===== config.mk =====
export PLATFORM = sky130hd
export DESIGN_NAME = med_level_search
export DESIGN_NICKNAME = d
export VERILOG_FILES = /design/src/rtl/med_pkg.sv /design/src/rtl/med_level_search.sv
export SDC_FILE = /design/constraint.sdc
export NUM_CORES = 1
export LEC_CHECK = 0
export BUFFER_PORTS_ARGS = -buffer_cell sky130_fd_sc_hd__buf_2
export CORE_MARGIN = 2
export CORE_UTILIZATION = 52
export CTS_CLUSTER_SIZE = 28
export DETAILED_ROUTE_END_ITERATION = 7
export PLACE_DENSITY = 0.83
export SLEW_MARGIN = 30
export SYNTH_ARGS = -nofsm -noshare
export SYNTH_HDL_FRONTEND = slang
export SYNTH_SLANG_ARGS = --single-unit

===== constraint.sdc =====
create_clock -name clk -period 5.5 [get_ports clk]
set_input_delay 1.1 -clock clk [delete_from_list [all_inputs] [get_ports clk]]
set_output_delay 1.1 -clock clk [all_outputs]
set_load 0.02 [all_outputs]

===== src/rtl/med_pkg.sv =====
// Shared types and constants for the multilevel error-diffusion dither block.
// Holds the item structs, command and register codes, and the control structs.
// Depends on nothing; every other RTL file but med_ram imports it.
`default_nettype none

package med_pkg;

  // Command codes carried in the cmd field of an input item.
  localparam logic [1:0] CMD_LOAD    = 2'd0;
  localparam logic [1:0] CMD_PROCESS = 2'd1;
  localparam logic [1:0] CMD_RESTART = 2'd2;
  localparam logic [1:0] CMD_NOP     = 2'd3;

  // Configuration register indexes (byte address = 8 * index).
  localparam int          CFG_ADDR_W   = 6;
  localparam int          CFG_DATA_W   = 64;
  localparam logic [2:0]  REG_WIDTH    = 3'd0;
  localparam logic [2:0]  REG_HEIGHT   = 3'd1;
  localparam logic [2:0]  REG_MASK_0   = 3'd2;
  localparam logic [2:0]  REG_MASK_1   = 3'd3;
  localparam logic [2:0]  REG_MASK_2   = 3'd4;
  localparam logic [2:0]  REG_MASK_3   = 3'd5;

  // Register reset values and level mask geometry.
  localparam logic [8:0] FRAME_SIZE_RESET = 9'd256;
  localparam int         LEVEL_BITS       = 256;
  localparam int         CHUNK_BITS       = 64;
  localparam int         CHUNK_COUNT      = LEVEL_BITS / CHUNK_BITS;

  // Diffusion weights in sixteenths.
  localparam logic signed [4:0] WGT_RIGHT       = 5'sd7;
  localparam logic signed [4:0] WGT_BELOW_LEFT  = 5'sd3;
  localparam logic signed [4:0] WGT_BELOW       = 5'sd5;
  localparam logic signed [4:0] WGT_BELOW_RIGHT = 5'sd1;
  localparam int                WGT_SHIFT       = 4;
  localparam logic [7:0]        PIXEL_MAX       = 8'd255;

  // Input item: command and pixel to store.
  typedef struct packed {
    logic [1:0] cmd;
    logic [7:0] pixel_value;
  } cmd_item_t;

  // Result item: chosen level and end-of-frame flag.
  typedef struct packed {
    logic [7:0] out_pixel;
    logic       last_of_frame;
  } res_item_t;

  // Register file contents seen by the datapath.
  typedef struct packed {
    logic [8:0]            frame_width;
    logic [8:0]            frame_height;
    logic [LEVEL_BITS-1:0] level_mask;
  } cfg_t;

  // Level search request and response.
  typedef struct packed {
    logic       start;
    logic [7:0] pixel;
  } lvl_req_t;

  typedef struct packed {
    logic       done;
    logic [7:0] level;
  } lvl_rsp_t;

endpackage

`default_nettype wire


===== src/rtl/med_level_search.sv =====
// Iterative nearest-level finder: scans the level mask one 64-bit chunk per
// cycle for the closest levels below and above a pixel. Depends on med_pkg.
`default_nettype none

module med_level_search
  import med_pkg::*;
(
  input  wire logic                  clk,
  input  wire logic                  rst,
  input  wire logic [LEVEL_BITS-1:0] mask,
  input  wire lvl_req_t              req,
  output lvl_rsp_t                   rsp
);

  logic                  busy;
  logic [2:0]            cnt;
  logic                  hi_found;
  logic [7:0]            pix;
  logic [7:0]            lo;
  logic [7:0]            hi;
  logic [LEVEL_BITS-1:0] eff_mask;
  logic [CHUNK_BITS-1:0] chunk_bits;
  logic [CHUNK_BITS-1:0] lo_cand;
  logic [CHUNK_BITS-1:0] hi_cand;
  logic [5:0]            lo_idx;
  logic [5:0]            hi_idx;
  logic [1:0]            chunk;
  logic [7:0]            dist_lo;
  logic [7:0]            dist_hi;

  assign chunk = cnt[1:0];

  // Levels 0 and 255 are always present.
  always_comb begin
    eff_mask = mask;
    eff_mask[0] = 1'b1;
    eff_mask[LEVEL_BITS-1] = 1'b1;
  end

  assign chunk_bits = eff_mask[{chunk, 6'd0} +: CHUNK_BITS];

  // Candidate bits at or below and at or above the pixel within this chunk.
  always_comb begin
    for (int j = 0; j < CHUNK_BITS; j++) begin
      lo_cand[j] = chunk_bits[j] &&
                   ((chunk < pix[7:6]) || ((chunk == pix[7:6]) && (6'(j) <= pix[5:0])));
      hi_cand[j] = chunk_bits[j] &&
                   ((chunk > pix[7:6]) || ((chunk == pix[7:6]) && (6'(j) >= pix[5:0])));
    end
  end

  // Highest lower candidate and lowest upper candidate.
  always_comb begin
    lo_idx = '0;
    for (int j = 0; j < CHUNK_BITS; j++) begin
      if (lo_cand[j]) lo_idx = 6'(j);
    end
  end

  always_comb begin
    hi_idx = '0;
    for (int j = CHUNK_BITS - 1; j >= 0; j--) begin
      if (hi_cand[j]) hi_idx = 6'(j);
    end
  end

  // Distances from the pixel; a tie goes to the upper level.
  assign dist_lo = pix - lo;
  assign dist_hi = hi - pix;

  // Scan chunks upward, then pick the nearer level.
  always_ff @(posedge clk) begin
    if (rst) begin
      busy     <= 1'b0;
      cnt      <= '0;
      hi_found <= 1'b0;
      rsp.done <= 1'b0;
    end else begin
      rsp.done <= !req.start && busy && (cnt == 3'(CHUNK_COUNT));
      if (req.start) begin
        busy     <= 1'b1;
        cnt      <= '0;
        hi_found <= 1'b0;
      end else if (busy) begin
        if (cnt == 3'(CHUNK_COUNT)) begin
          busy      <= 1'b0;
          rsp.level <= (dist_lo < dist_hi) ? lo : hi;
        end else begin
          cnt <= cnt + 3'd1;
          if ((|hi_cand) && !hi_found) begin
            hi_found <= 1'b1;
          end
        end
      end
    end
  end

  // Search datapath registers.
  always_ff @(posedge clk) begin
    if (req.start) begin
      pix <= req.pixel;
    end else if (busy && (cnt != 3'(CHUNK_COUNT))) begin
      if (|lo_cand) lo <= {chunk, lo_idx};
      if ((|hi_cand) && !hi_found) hi <= {chunk, hi_idx};
    end
  end

endmodule

`default_nettype wire


==> summary.md <==
| Metric | Value |
|---|---|
| Status | `finished clean` |
| DRC violations left | `0` |
| P per Cell Area | `187 mW/mm^2` |
| Final wirelength | `31900 um` |
| H-tree levels | `2` |
| Initial Util | `0.527` |
| Final setup fails | `0` |
| Register area | `0.00109 mm^2` |
| Via total after detailed routing | `9600` |
| Syn avg cell area | `7.65 um^2` |
| Max_cap viols | `0` |
| Cell Area, Synth | `0.00758 mm^2` |
| Number of port buffers | `273` |
| Drt wl/cell | `22.5 um` |
| Width of the die | `125 um` |
| Multi-input gate area | `0.00601 mm^2` |
| Top cells by area, synth | `mux4_2 (18%), edfxtp_1 (13%), o21ai_0 (8.4%)` |
| Gr usage total | `0.401` |
| Pre-antenna DRT Iters | `6` |
| Ys async rst share | `0` |
| Total CTS buffers | `5` |
| Setup TNS | `0 ns` |
| Minimum clock period after layout | `4.42 ns` |
| Area growth syn-to-layout | `22.0%` |
| Sink Count | `38` |
| Detail Placement HPWL | `25400 um` |
| Clock tree root buffer cell | `clkbuf_16` |
| Site Rows | `44` |
| First-pass GRT wire length | `49400 um` |
| Total gr overflow | `0` |
| Vias/cell | `6.77` |
| Hold Crit Class | `flip-flop to flip-flop` |
| Worst-Margin Slew | `1.07 ns` |
| Top cell type's share of synthesized area | `0.184` |
| Nets | `1526` |
| Distinct cell type count after synthesis | `81` |
| Sequential fraction of design power | `0.210` |
| Maximum VDD drop | `0.140 mV` |
| Antenna viol nets, final | `0` |
| Sw frac | `0.438` |
| Final Hold Fails | `0` |
| Ports | `276` |
| Clk_lat worst skew | `0.28 ns` |
| Sw Pwr | `0.756 mW` |
| Most used DFF post-synth | `edfxtp_1` |
| Critical Path, Cell by Cell | `inv_1 -> ha_1 -> inv_1 -> a21oi_1 -> o21ai_0 -> nand2b_1 -> a21o_1 -> a21oi_1 -> xnor2_1 -> ha_1 -> o2bb2ai_1 -> mux2_2` |
| Initial antenna violation count | `0` |
| Kind of critical path | `flip-flop to flip-flop` |
| CP top delay family | `compound AO/OA/AOI/OAI gates` |
| Count leader, synth | `o21ai_0` |
| Required time of the critical path | `5.53 ns` |
| Sequential area share after synthesis | `0.143` |
| Static Leak | `3.77 nW` |
| Final period util | `0.804` |
| Post-synth top cells | `o21ai_0 (127), nand2_1 (97), a21oi_1 (93), nor2_1 (92), mux4_2 (62)` |
| CP arrival | `4.45 ns` |
| Leading area contributor after synthesis | `mux4_2` |
| Internal | `0.968 mW` |
| Postcts setup bufs | `0` |
| Crit path buf inv count | `2` |
| CP max stage delay | `1.00 ns` |
| CP max stage cell | `edfxtp_1` |
| RePlAce Congestion | `1.04` |
| Post-CTS sizing | `0` |
| Filler cell count | `1276` |
| Share of post-route cells with drive strength above 1 | `0.327` |
| Seq cells post-synth | `38` |
| Post-route clock skew | `0.00308 ns` |
| Vias in the first global route | `9133` |
| Number of enable flip-flop cells after synthesis | `32` |
| Worst setup EP type | `flip-flop` |
| Total Power | `1.72 mW` |
| Clk pin slew, worst setup/hold paths | `0.06 ns` |
| # hold bufs at CTS | `0` |
| Rel. slew slack | `0.289` |
| Number of DRC markers in iteration 0 | `1362` |
| Largest net degree at the start of global routing | `48` |
| Max-slew violations | `0` |
| Die area | `0.0156 mm^2` |
| Die Span Y | `125 um` |
| Clock power frac | `0.189` |
| RSZ-0062 raised after global routing | `false` |
| F_max | `226 MHz` |
| Maximum clock path buffer count | `2` |
| Logic pwr share | `0.601` |
| Synth warn | `0` |
| Syn nets | `1284` |
| Max FO, Critical Path | `26` |
| Antenna cells | `0` |
| CTS tree | `built` |
| Core area | `0.0144 mm^2` |
| Synth Instances | `990` |
| Worst setup SP type | `flip-flop` |
worst reg2reg max path, delay by kind of cell, from the launching register on:
| family | cells | cell delay [ns] |
|---|---|---|
| simple gates | 1 | 0.11 |
| buf+inv | 2 | 0.53 |
| xor+xnor | 1 | 0.16 |
| mux | 1 | 0.43 |
| compound gates | 5 | 1.27 |
| flops | 1 | 1.00 |
| fa+ha+maj | 2 | 0.68 |
routing by layer:
layer / track usage / vias up / wire length (um)
li1: - / 4316 / -
met1: 0.510 / 4375 / 11400
met2: 0.641 / 746 / 14500
met3: 0.0945 / 163 / 4100
met4: 0.197 / 0 / 1880
met5: 0 / - / 0
sequential cells by signal, indices dropped and copies added, names as in the netlist:
signal	flops
cnt	3
busy	1
rsp	9
pix	8
hi	8
hi_found	1
lo	8
logic make-up after synthesis:
logic type	Yosys count	share of synthesized area
buffers and inverters	108	0.0656
flip-flops	38	0.143
AO/OA/AOI/OAI	399	0.326
multiplexers	72	0.199
AND/OR/NAND/NOR	331	0.203
adder cells (fa/ha/maj)	27	0.0466
XOR/XNOR	15	0.0173
metrics by stage:
stage | util | setup slack, ns | instances | hold slack (ns) | area [um^2]
CTS | 0.643 | 1.20 | 1417 | 0.479 | 9240
detailed placement | 0.631 | 1.26 | 1409 | 0.468 | 9070
floorplan | - | 1.39 | 990 | 0.425 | 7580
global placement | 0.631 | 1.09 | 1409 | 0.434 | 9060
finish | 0.643 | 1.08 | 1417 | 0.473 | 9240
global route | 0.643 | 0.896 | 1417 | 0.503 | 9240
final cells by class:
cell class              count  share of cell area
well taps                 184              0.0249
multi-input cells         844               0.650
inverters                  40              0.0162
flip-flops and latches     38               0.118
repair buffers            303               0.172
clock buffers               5              0.0135
clock inverters             3             0.00487
power groups by stage:
stage / registers, mW / clock network [mW] / logic, mW
global placement: 0.366 / 0 / 0.972
floorplan: 0.349 / 0 / 0.683
CTS: 0.361 / 0.328 / 1.00
finish: 0.362 / 0.326 / 1.04
global route: 0.364 / 0.345 / 1.12
detailed placement: 0.367 / 0 / 0.990
worst paths after layout:
| check | start | end | slack [ns] | cells past startpoint |
|---|---|---|---|---|
| max reg2reg | pix[3]$_DFFE_PP_ | rsp[4]$_DFFE_PP_ | 1.08 | 12 |
| min reg2reg | hi_found$_SDFFE_PN0P_ | hi_found$_SDFFE_PN0P_ | 0.47 | 2 |
| min | hi_found$_SDFFE_PN0P_ | hi_found$_SDFFE_PN0P_ | 0.47 | 2 |
| max | pix[3]$_DFFE_PP_ | rsp[4]$_DFFE_PP_ | 1.08 | 12 |
placed cells by master, fill, tap and decap left out, types with 26 or more instances in the layout:
cell	Yosys	layout
mux4_2	62	62
nor2_1	92	91
nand2_1	97	97
inv_1	39	39
buf_4	1	30
nand3_1	38	38
a21oi_1	93	93
o21ai_0	127	126
buf_2	18	273
edfxtp_1	32	32
nor3_1	26	26
No activity file was read; power rests on OpenSTA's default activity.
