==> config.mk <==
export PLATFORM = sky130hd
export DESIGN_NAME = med_cfg
export DESIGN_NICKNAME = d
export VERILOG_FILES = /design/src/rtl/med_pkg.sv /design/src/rtl/med_cfg.sv
export SDC_FILE = /design/constraint.sdc
export NUM_CORES = 1
export LEC_CHECK = 0
export ABC_AREA = 1
export BUFFER_PORTS_ARGS = -buffer_cell sky130_fd_sc_hd__buf_2
export CAP_MARGIN = 40
export CORE_MARGIN = 4
export CORE_UTILIZATION = 51
export DETAILED_ROUTE_END_ITERATION = 10
export HOLD_SLACK_MARGIN = 0.08
export MAX_ROUTING_LAYER = met4
export PLACE_DENSITY_LB_ADDON = 0.15
export SYNTH_ARGS = -nofsm -noshare
export SYNTH_HDL_FRONTEND = slang
export SYNTH_SLANG_ARGS = --single-unit
==> constraint.sdc <==
create_clock -name clk -period 1.9 [get_ports clk]
set_input_delay 0.38 -clock clk [delete_from_list [all_inputs] [get_ports clk]]
set_output_delay 0.38 -clock clk [all_outputs]
set_load 0.1 [all_outputs]
==> src/rtl/med_pkg.sv <==
// Shared types and constants for the multilevel error-diffusion dither block.
// Holds the item structs, command and register codes, and the control structs.
// Depends on nothing; every other RTL file but med_ram imports it.
`default_nettype none

package med_pkg;

  // Command codes carried in the cmd field of an input item.
  localparam logic [1:0] CMD_LOAD    = 2'd0;
  localparam logic [1:0] CMD_PROCESS = 2'd1;
  localparam logic [1:0] CMD_RESTART = 2'd2;
  localparam logic [1:0] CMD_NOP     = 2'd3;

  // Configuration register indexes (byte address = 8 * index).
  localparam int          CFG_ADDR_W   = 6;
  localparam int          CFG_DATA_W   = 64;
  localparam logic [2:0]  REG_WIDTH    = 3'd0;
  localparam logic [2:0]  REG_HEIGHT   = 3'd1;
  localparam logic [2:0]  REG_MASK_0   = 3'd2;
  localparam logic [2:0]  REG_MASK_1   = 3'd3;
  localparam logic [2:0]  REG_MASK_2   = 3'd4;
  localparam logic [2:0]  REG_MASK_3   = 3'd5;

  // Register reset values and level mask geometry.
  localparam logic [8:0] FRAME_SIZE_RESET = 9'd256;
  localparam int         LEVEL_BITS       = 256;
  localparam int         CHUNK_BITS       = 64;
  localparam int         CHUNK_COUNT      = LEVEL_BITS / CHUNK_BITS;

  // Diffusion weights in sixteenths.
  localparam logic signed [4:0] WGT_RIGHT       = 5'sd7;
  localparam logic signed [4:0] WGT_BELOW_LEFT  = 5'sd3;
  localparam logic signed [4:0] WGT_BELOW       = 5'sd5;
  localparam logic signed [4:0] WGT_BELOW_RIGHT = 5'sd1;
  localparam int                WGT_SHIFT       = 4;
  localparam logic [7:0]        PIXEL_MAX       = 8'd255;

  // Input item: command and pixel to store.
  typedef struct packed {
    logic [1:0] cmd;
    logic [7:0] pixel_value;
  } cmd_item_t;

  // Result item: chosen level and end-of-frame flag.
  typedef struct packed {
    logic [7:0] out_pixel;
    logic       last_of_frame;
  } res_item_t;

  // Register file contents seen by the datapath.
  typedef struct packed {
    logic [8:0]            frame_width;
    logic [8:0]            frame_height;
    logic [LEVEL_BITS-1:0] level_mask;
  } cfg_t;

  // Level search request and response.
  typedef struct packed {
    logic       start;
    logic [7:0] pixel;
  } lvl_req_t;

  typedef struct packed {
    logic       done;
    logic [7:0] level;
  } lvl_rsp_t;

endpackage

`default_nettype wire

==> src/rtl/med_cfg.sv <==
// APB-style register file: frame size and the 256-bit output level mask.
// Depends on med_pkg for register codes, reset values and the cfg_t struct.
`default_nettype none

module med_cfg
  import med_pkg::*;
(
  input  wire logic                  clk,
  input  wire logic                  rst,
  input  wire logic                  psel,
  input  wire logic                  penable,
  input  wire logic                  pwrite,
  input  wire logic [CFG_ADDR_W-1:0] paddr,
  input  wire logic [CFG_DATA_W-1:0] pwdata,
  output logic      [CFG_DATA_W-1:0] prdata,
  output logic                       pready,
  output cfg_t                       cfg
);

  logic [2:0] reg_idx;
  logic       wr_en;

  assign reg_idx = paddr[CFG_ADDR_W-1:3];
  assign pready  = 1'b1;
  assign wr_en   = psel && penable && pwrite && pready;

  // Register writes.
  always_ff @(posedge clk) begin
    if (rst) begin
      cfg.frame_width  <= FRAME_SIZE_RESET;
      cfg.frame_height <= FRAME_SIZE_RESET;
      cfg.level_mask   <= '0;
    end else if (wr_en) begin
      unique case (reg_idx)
        REG_WIDTH:  cfg.frame_width  <= pwdata[8:0];
        REG_HEIGHT: cfg.frame_height <= pwdata[8:0];
        REG_MASK_0: cfg.level_mask[0*CHUNK_BITS +: CHUNK_BITS] <= pwdata;
        REG_MASK_1: cfg.level_mask[1*CHUNK_BITS +: CHUNK_BITS] <= pwdata;
        REG_MASK_2: cfg.level_mask[2*CHUNK_BITS +: CHUNK_BITS] <= pwdata;
        REG_MASK_3: cfg.level_mask[3*CHUNK_BITS +: CHUNK_BITS] <= pwdata;
        default: ;
      endcase
    end
  end

  // Read-back mux.
  always_comb begin
    unique case (reg_idx)
      REG_WIDTH:  prdata = {55'd0, cfg.frame_width};
      REG_HEIGHT: prdata = {55'd0, cfg.frame_height};
      REG_MASK_0: prdata = cfg.level_mask[0*CHUNK_BITS +: CHUNK_BITS];
      REG_MASK_1: prdata = cfg.level_mask[1*CHUNK_BITS +: CHUNK_BITS];
      REG_MASK_2: prdata = cfg.level_mask[2*CHUNK_BITS +: CHUNK_BITS];
      REG_MASK_3: prdata = cfg.level_mask[3*CHUNK_BITS +: CHUNK_BITS];
      default:    prdata = '0;
    endcase
  end

endmodule

`default_nettype wire

==> results.md <==
| Group | Metric | Value |
| --- | --- | --- |
| status | Outcome | finished, violations left |
| status | Failing checks | setup timing |
| drt | Total Routed Length | 51,020 µm |
| layout | Multi-input gate area in the final layout | 0.006491 mm² |
| sta | Maximum clock skew at final layout | 0 ps |
| synth | Main combinational cell family by area after synthesis | simple AND/OR/NAND/NOR gates |
| synth | Area fraction in compound gates after synthesis | 0.1169% |
| global route | Remaining global-route overflow | 0 |
| setup path | Cell at the slowest stage of the critical path | buf_12 |
| setup path | Critical path data required time | 1520 ps |
| power and ir drop | Worst supply voltage drop on vdd | 0.5119 mV |
| floorplanning | Area of the core | 0.02453 mm² |
| setup path | Type of destination of the critical path | primary output |
| layout | Fillers | 1,805 |
| synth | Post-synthesis adder-cell area fraction | 0% |
| clock tree | TritonCTS Sinks | 274 |
| sta | Max-slew violations | 0 |
| sta | Measured slew at the worst slew-check pin | 555.8 ps |
| layout | Layout cell share with drive strength beyond 1 | 37.01% |
| setup path | Most numerous cell on the critical path | buf_12 |
| sta | Timing-limited maximum frequency | 522.9 MHz |
| clock tree | Post-CTS clock slew at the launch and capture registers of the worst setup and hold paths | 60 ps |
| global route | Global-route wire length before repair | 79,490 µm |
| setup path | Register-to-Register Setup Slack | 1240 ps |
| sta | Headroom to the max-slew limit | 63.20% |
| global route | Total global routing track utilization | 35.66% |
| global route | Vias in the first global route | 14,590 |
| drt | Number of nets with antenna violations after detailed routing | 0 |
| synth | Netlist area before placement | 0.01285 mm² |
| place | Count of buffers from port buffering | 409 |
| clock tree | Number of CTS-inserted buffers | 29 |
| floorplanning | Cell Rows | 57 |
| setup path | Startpoint of the worst-slack reg-to-reg timing path | cfg[125] |
| clock tree | H-tree depth | 1 |
| synth | Biggest area contributors in the synthesized netlist | dfxtp_1, nand2_1, nor2_1 |
| synth | Instance count of the mapped netlist | 2,002 |
| layout | Final core utilization | 76.73% |
| drt | DRT iter0 DRCs | 1,547 |
| synth | Async SR Flop Fraction | 0% |
| synth | Cell type with the highest aggregate area in the netlist | dfxtp_1 |
| power and ir drop | Leakage power figure | 8.999 nW |
| setup path | Worst R2R Path Depth | 2 |
| floorplanning | Die Span Y | 166.7 µm |
| worst hold path | Hold Crit Start | pwdata[8] |
| global route | Pin count of the biggest net entering global routing | 77 |
| clock tree | Deepest clock path buffer count | 3 |
| layout | Most flop-heavy register | cfg |
| worst hold path | Number of cells on the worst hold path | 3 |
| layout | Final cell area excluding filler cells | 0.01883 mm² |
| place | Cell Count Post-Placement | 2,663 |
| floorplanning | I/O pin cnt | 414 |
| layout | Most common cell after layout, fill and taps aside | nor2_1 |
| sta | Share of the clock period used by the worst path after layout | 100.6% |
| layout | Largest registers ranked by flip-flop count | cfg: 274 flops |
| synth | Area fraction in and, or, nand and nor cells after synthesis | 48.97% |
| synth | Number of warnings reported in the yosys synthesis log | 0 |
| layout | Post-layout instance count excluding filler cells | 2,756 |
| layout | Leading cell types in the layout, fill and taps excluded | nor2_1, nand2_1, buf_2 |
| global route | Initial antenna violation count | 3 |
| drt | Via density per instance | 5.619 |
| setup path | Max Fanout on Critical Path | 6 |
| floorplanning | Initial standard-cell utilization of the core | 52.37% |
| synth | Post-synthesis net count | 2,077 |
| drt | Number of detailed-routing iterations run before antenna repair | 5 |
| place | Placed cell areas | 0.01704 mm² |
| synth | Primary flip-flop cell chosen by synthesis mapping | dfxtp_1 |
| synth | Mux contribution to synthesized area | 0% |
| power and ir drop | Power density over the cells | 726.8 mW/mm² |
| clock tree | Clock root buffer | clkbuf_16 |
| clock tree | Clock latency of the later-clocked register in the worst-skew pair | 540 ps |
| layout | Area delta synth->final | 46.52% |
| setup path | Worst endpoint data arrival time | 1530 ps |
| floorplanning | Die outline area | 0.02780 mm² |
| layout | Final Net Count | 2,483 |
| sta | Final setup violation count | 10 |
| synth | Portion of synthesized cell area occupied by the leading cell type | 42.69% |
| layout | Flip-flop count of the largest register after layout | 274 |
| clock tree | CTS tree | built |
| synth | Synth Area per Inst | 6.418 µm² |
| drt | Detailed-route DRC error count | 0 |
| worst hold path | Min-Delay Path Class | in -> reg |
| place | Minimum setup slack after placement | -146.8 ps |
| synth | Number of flops mapped to enable cells by yosys | 0 |
| synth | Synth cell types | 17 |
| place | Final RePlAce weighted congestion | 0.9196 |
| setup path | Critical path type | in -> out |
| job | Max-cap violations | 0 |
| sta | Post-route setup slack | -12.31 ps |
| synth | Number of register bits inferred by synthesis | 274 |
| synth | Sequential area share after synthesis | 42.69% |
| power and ir drop | Total design power | 13.68 mW |
| sta | Post-route minimum period | 1912 ps |
| setup path | Crit start category | input port |
| sta | RSZ-0062 raised after global routing | true |
| floorplanning | Horizontal die dimension | 166.7 µm |
| worst hold path | Worst hold endpoint | cfg[264] |
| drt | Total via count after detailed routing | 15,490 |
| setup path | Crit-path max cell delay | 190 ps |
| setup path | Reg-to-Reg End | cfg[125] |
| setup path | Critical path, cell by cell | buf_8, inv_8, buf_6, nor2_4, buf_12, buf_12, buf_16, nand2_1, nand4_1, buf_12 |
| layout | Register area | 0.005821 mm² |
| place | Total half-perimeter wirelength after legalization and detailed placement | 32,280 µm |
| synth | Xor/xnor cell area share of the yosys netlist | 0% |
| drt | Routed wire per std cell | 18.51 µm |
| sta | Final hold vios | 0 |
-- metal layers --
| layer | vias to the layer above | GRT usage, % | part of all wire [%] |
|---|---|---|---|
| met5 | - | - | 0 |
| met4 | 0 | 14.76 | 4.5 |
| met3 | 197 | 8.011 | 12 |
| met2 | 1036 | 59.10 | 48 |
| met1 | 7042 | 42.06 | 36 |
| li1 | 7210 | - | - |
-- worst max-delay path by stage --
stage             start    endpoint  depth (start not counted)
6_report       paddr[5]  prdata[15]                         10
3_3_place_gp   paddr[5]  prdata[32]                          8
3_5_place_dp   paddr[4]  prdata[32]                          8
4_1_cts        paddr[5]  prdata[49]                         10
2_1_floorplan  cfg[202]  prdata[10]                          2
5_1_grt        paddr[5]  prdata[24]                         10
-- Yosys cell counts (2+ instances only) --
| library cell | instances |
|---|---|
| clkbuf_1 | 67 |
| buf_1 | 12 |
| o21ai_0 | 2 |
| nor2_1 | 558 |
| nor2_4 | 2 |
| buf_4 | 21 |
| dfxtp_1 | 274 |
| nand4_1 | 190 |
| inv_1 | 75 |
| buf_2 | 61 |
| nor2_2 | 5 |
| nand3_1 | 161 |
| inv_2 | 3 |
| nand2_1 | 568 |
-- power by group --
part / switching (mW) / internal [mW]
clock network: 2.30 / 3.39
logic: 1.50 / 0.588
registers: 0.0742 / 5.83
total: 3.87 / 9.81
-- metrics by stage --
stage / TNS [ps] / hold WS (ps)
CTS: -1407 / 87.82
global placement: -3523 / 462.7
floorplan: -18320 / 506.1
detailed placement: -4576 / 475.4
global route: -930.9 / 114.4
finish: -82.39 / 103.7
-- cell families (layout without fill, tap and decap cells) --
kind of cell	after synthesis	after routing
other	1	4
AND/OR/NAND/NOR	1485	1485
flip-flops	274	274
buffers and inverters	239	666
AO/OA/AOI/OAI	3	3
-- final cells by class --
| type | instances | area share (%) |
|---|---|---|
| antenna | 3 | 0.03988 |
| clock buffer | 42 | 4.380 |
| clock inverter | 10 | 0.6646 |
| inverter | 78 | 1.688 |
| multi-input combinational | 1489 | 34.48 |
| sequential | 274 | 30.92 |
| tap | 324 | 2.153 |
| timing repair buffer | 536 | 25.67 |
-- what timing repair did --
item,CTS,global route
pin swaps,50,17
cloned,11,2
hold buffers,0,0
gates resized for setup,33,42
setup endpoints to repair,63,64
buffers inserted,25,4
-- critical path, delay by kind of cell --
| kind | cells | cell delay [ps] |
|---|---|---|
| AND/OR/NAND/NOR | 3 | 310 |
| buffers and inverters | 7 | 840 |
No activity file was read; power rests on OpenSTA's default activity.
